File: src/rtl/core/texture_texel_fetch_core_defines.svh
// ----------------------------------------------------------------------------
// Texel fetch core assertion macros
// Shared concurrent assertion forms, sampled on clk, off while rst_n is low.
// ----------------------------------------------------------------------------
`ifndef TEXTURE_TEXEL_FETCH_CORE_DEFINES_SVH
`define TEXTURE_TEXEL_FETCH_CORE_DEFINES_SVH

// Same-cycle implication.
`define TTF_ASSERT_NOW(label, ante, cons, msg) \
    label: assert property (@(posedge clk) disable iff (!rst_n) (ante) |-> (cons)) \
        else $error(msg);

// Next-cycle implication.
`define TTF_ASSERT_NEXT(label, ante, cons, msg) \
    label: assert property (@(posedge clk) disable iff (!rst_n) (ante) |=> (cons)) \
        else $error(msg);

`endif

File: src/rtl/core/ttf_pkg.sv
// ----------------------------------------------------------------------------
// Texel fetch package
// Field widths, register indexes, reset values and result status codes.
// ----------------------------------------------------------------------------
package ttf_pkg;

    localparam int TEX_BYTES_DEF = 65536;

    localparam int POS_W    = 24;
    localparam int WADDR_W  = 16;
    localparam int BYTE_W   = 8;
    localparam int STATUS_W = 2;
    localparam int CFG_IDX_W = 3;
    localparam int CFG_DATA_W = 24;

    localparam int SIZE_W   = 13;
    localparam int STRIDE_W = 16;
    localparam int BPT_W    = 3;
    localparam int IMG_W    = 17;
    localparam int MODE_W   = 2;

    // Address arithmetic: y*stride + x*bpt stays below 2^30, plus bpt.
    localparam int ADDR_W   = 31;
    localparam int COORD_W  = 48;
    localparam int MUL_A_W  = 33;
    localparam int MUL_B_W  = 24;
    localparam int PROD_W   = MUL_A_W + MUL_B_W;

    typedef enum logic [CFG_IDX_W-1:0] {
        CFG_UV_SCALE        = 3'd0,
        CFG_ADDRESS_MODE    = 3'd1,
        CFG_TEX_WIDTH       = 3'd2,
        CFG_TEX_HEIGHT      = 3'd3,
        CFG_ROW_STRIDE      = 3'd4,
        CFG_BYTES_PER_TEXEL = 3'd5,
        CFG_IMAGE_BYTES     = 3'd6
    } cfg_idx_t;

    typedef enum logic [STATUS_W-1:0] {
        ST_FETCH  = 2'd0,
        ST_TRANSP = 2'd1,
        ST_MISS   = 2'd2,
        ST_WRITE  = 2'd3
    } status_t;

    localparam logic [MODE_W-1:0] AM_CLAMP  = 2'd0;
    localparam logic [MODE_W-1:0] AM_REPEAT = 2'd1;

    localparam logic [POS_W-1:0]    UV_SCALE_RST  = 24'd65536;
    localparam logic [MODE_W-1:0]   MODE_RST      = AM_CLAMP;
    localparam logic [SIZE_W-1:0]   WIDTH_RST     = 13'd256;
    localparam logic [SIZE_W-1:0]   HEIGHT_RST    = 13'd256;
    localparam logic [STRIDE_W-1:0] STRIDE_RST    = 16'd1024;
    localparam logic [BPT_W-1:0]    BPT_RST       = 3'd4;
    localparam logic [IMG_W-1:0]    IMG_BYTES_RST = 17'd65536;

    localparam logic [BYTE_W-1:0] ALPHA_OPAQUE = 8'hFF;

endpackage

File: src/rtl/core/ttf_mul.sv
// ----------------------------------------------------------------------------
// Texel fetch shared multiplier
// Signed 33x24 multiplier with a registered product, reused for every step.
// ----------------------------------------------------------------------------
module ttf_mul (
    input  logic                                 clk,
    input  logic signed [ttf_pkg::MUL_A_W-1:0]   a,
    input  logic signed [ttf_pkg::MUL_B_W-1:0]   b,
    output logic signed [ttf_pkg::PROD_W-1:0]    prod_reg
);
    import ttf_pkg::*;

    logic signed [PROD_W-1:0] prod_next;

    always_comb
    begin
        prod_next = PROD_W'(a) * PROD_W'(b);
    end

    always_ff @(posedge clk)
    begin
        prod_reg <= prod_next;
    end
endmodule

File: config.mk
export PLATFORM = sky130hd
export DESIGN_NAME = ttf_mul
export DESIGN_NICKNAME = d
export VERILOG_FILES = /design/src/rtl/core/texture_texel_fetch_core_defines.svh /design/src/rtl/core/ttf_pkg.sv /design/src/rtl/core/ttf_mul.sv
export SDC_FILE = /design/constraint.sdc
export NUM_CORES = 2
export LEC_CHECK = 0
export BUFFER_PORTS_ARGS = -buffer_cell sky130_fd_sc_hd__buf_4
export CAP_MARGIN = 0
export CORE_AREA = 2 2 265 241
export DETAILED_ROUTE_END_ITERATION = 10
export DIE_AREA = 0 0 267 243
export SLEW_MARGIN = 10
export SYNTH_ARGS = -nofsm -noshare
export SYNTH_HDL_FRONTEND = slang
export SYNTH_SLANG_ARGS = --single-unit
File: constraint.sdc
create_clock -name clk -period 16.93 [get_ports clk]
set_input_delay 4.2325 -clock clk [delete_from_list [all_inputs] [get_ports clk]]
set_output_delay 4.2325 -clock clk [all_outputs]
set_load 0.005 [all_outputs]
==> results.txt <==
relative slew slack: 28.2%
clock sinks: 57
Setup WS post-layout: 4.90 ns
RSZ-0062 raised after global routing: no
core area: 62,200 um2
Post-CTS Hold Fix Bufs: 0
top-level I/O count: 115
cell count after synthesis: 3,127
Setup WS pre-CTS: 4.71 ns
vias in the first global route: 23,200
worst hold slack: 4.31 ns
crit path time final: 12.03 ns
ranking of synthesized cells by area: fa_1, inv_1, and2_1
total track usage: 26.9%
Post-layout nets: 4,125
die width: 267 um
crit-path max FO: 26
WL final: 81,400 um
Worst Hold Class: primary input to flip-flop
top-count cell post-synth: inv_1
syn avg cell area: 9.25 um2
Post-synth EDFFs: 0
synthesized cell area: 28,900 um2
Synth cell types: 55
Synth top area share: 55.7%
post-cts repair resize count: 0
CTS Buffer Depth: 2
syn_nets: 4,142
final setup violation count: 0
CTS Buf Count: 9
FILL cells: 5,856
Sum Neg Setup Slack: 0 ns
CP startpoint kind: primary input
# diodes: 0
Die ar.: 64,900 um2
WP data required: 17.22 ns
P&R area growth vs syn: 5.82%
Arrival @ worst endpoint: 12.32 ns
CP Class: primary input to flip-flop
Worst setup EP type: flip-flop
share of layout cells above drive strength 1: 4.46%
Starting Density: 46.5%
first-pass GRT wire length: 131,000 um
fin crit share: 71.0%
Via Count: 20,500
leading area contributor after synthesis: fa_1
Slew Limit Fails: 0
Row Count: 87
DR iter-0 viols: 1,354
Seq cells post-synth: 57
Antenna Nets Post-Route: 0
DRC Markers: 0
input/output buffers: 114
status: complete, no violations
top achievable clock speed: 83.2 MHz
Vias/cell: 5.17
hold_sp: b[0]
gpl congestion: 0.914
Async SR Flop Fraction: 0%
worst slew pin tran: 1.07 ns
Setup Fix Bufs, Post-CTS: 0
Worst Setup SP: b[23]
final count of hold timing violations: 0
Pre-Repair DR Iteration Count: 6
initial antenna violation count: 2
Final HPWL DP: 62,800 um
Commonest cells post-synth: inv_1, fa_1, nand2_1
Largest register FFs: 57
Syn. warnings: 0
GR Overflow Total: 0
worst hold stages: 2
Die Y: 243 um
Main synth FF type: dfxtp_1
CTS tree: yes
max cap viols: 0
largest net degree at the start of global routing: 34
clock slew at reported path FFs: 0.06 ns
DR WL/cell: 20.6 um
H-tree Lvls: 3
register area share after synthesis: 3.95%
fin util: 49.2%
CTS root buffer: clkbuf_16
## layout by cell type (no fill, tap or decap), drive strengths merged, types with 3 or more instances in the layout
master and instances:
a211oi 8, a21o 20, a21oi 54, a31oi 7, and2 380, and3 6, buf 114, clkbuf 9
clkinv 4, dfxtp 57, fa 805, ha 152, inv 846, nand2 415, nand2b 13, nand3 8
nand4 3, nor2 51, nor2b 4, nor3 8, o211ai 5, o21ai 36, o21bai 9, o22ai 4
o31ai 4, xnor2 49, xor2 12
## layer usage
layer	track usage [%]	up-vias	share of wire, %
li1	-	8810	-
met5	0	-	0
met1	35.5	10700	40
met3	4.66	173	7.3
met2	44.2	776	48
met4	10.4	0	4.3
## cell families (layout without fill, tap and decap cells)
family,count (synthesis),in the layout,share of synthesized area (%)
AO/OA/AOI/OAI,169,169,3.75
XOR/XNOR,61,61,1.85
adder cells (fa/ha/maj),957,957,62.3
buffers and inverters,987,975,12.8
flip-flops,57,57,3.95
multiplexers,1,1,0.0346
AND/OR/NAND/NOR,895,895,15.3
## critical path, cell delays in order
cell and delay, ns:
buf_4 0.20, clkinv_1 0.86, nor2_1 0.42, fa_1 0.48, fa_1 0.52, fa_1 0.44
fa_1 0.52, fa_1 0.44, fa_1 0.50, inv_1 0.06, fa_1 0.49, inv_1 0.05
ha_1 0.34, nand2_1 0.17, nor2_1 0.22, nand2_1 0.10, o31ai_1 0.65, nor3_1 0.20
o211ai_1 0.40, a31oi_1 0.40, o31a_1 0.38, a211oi_1 0.20
## area by class of cell
| class | instances | area, um2 | share of cell area (%) |
|---|---|---|---|
| Clock inverter | 7 | 77.6 | 0.253 |
| Multi-Input combinational cell | 2083 | 24100 | 78.7 |
| Timing Repair Buffer | 114 | 856 | 2.80 |
| Inverter | 845 | 3170 | 10.4 |
| Tap cell | 845 | 1060 | 3.45 |
| Sequential cell | 57 | 1140 | 3.73 |
| Clock buffer | 9 | 225 | 0.736 |
## final timing paths
kind,endpoint,slack (ns)
setup / recovery,prod_reg[49],4.90
hold / removal,prod_reg[0],4.31
## metrics by stage
stage,cells,cell area (um2)
3_5_place_dp,3944,30300
6_report,3960,30600
2_1_floorplan,3127,28900
4_1_cts,3960,30600
3_3_place_gp,3944,30300
5_1_grt,3960,30600
Power is not shown: default switching activity piles up to over one toggle a cycle in this logic, so the estimate is an artifact.
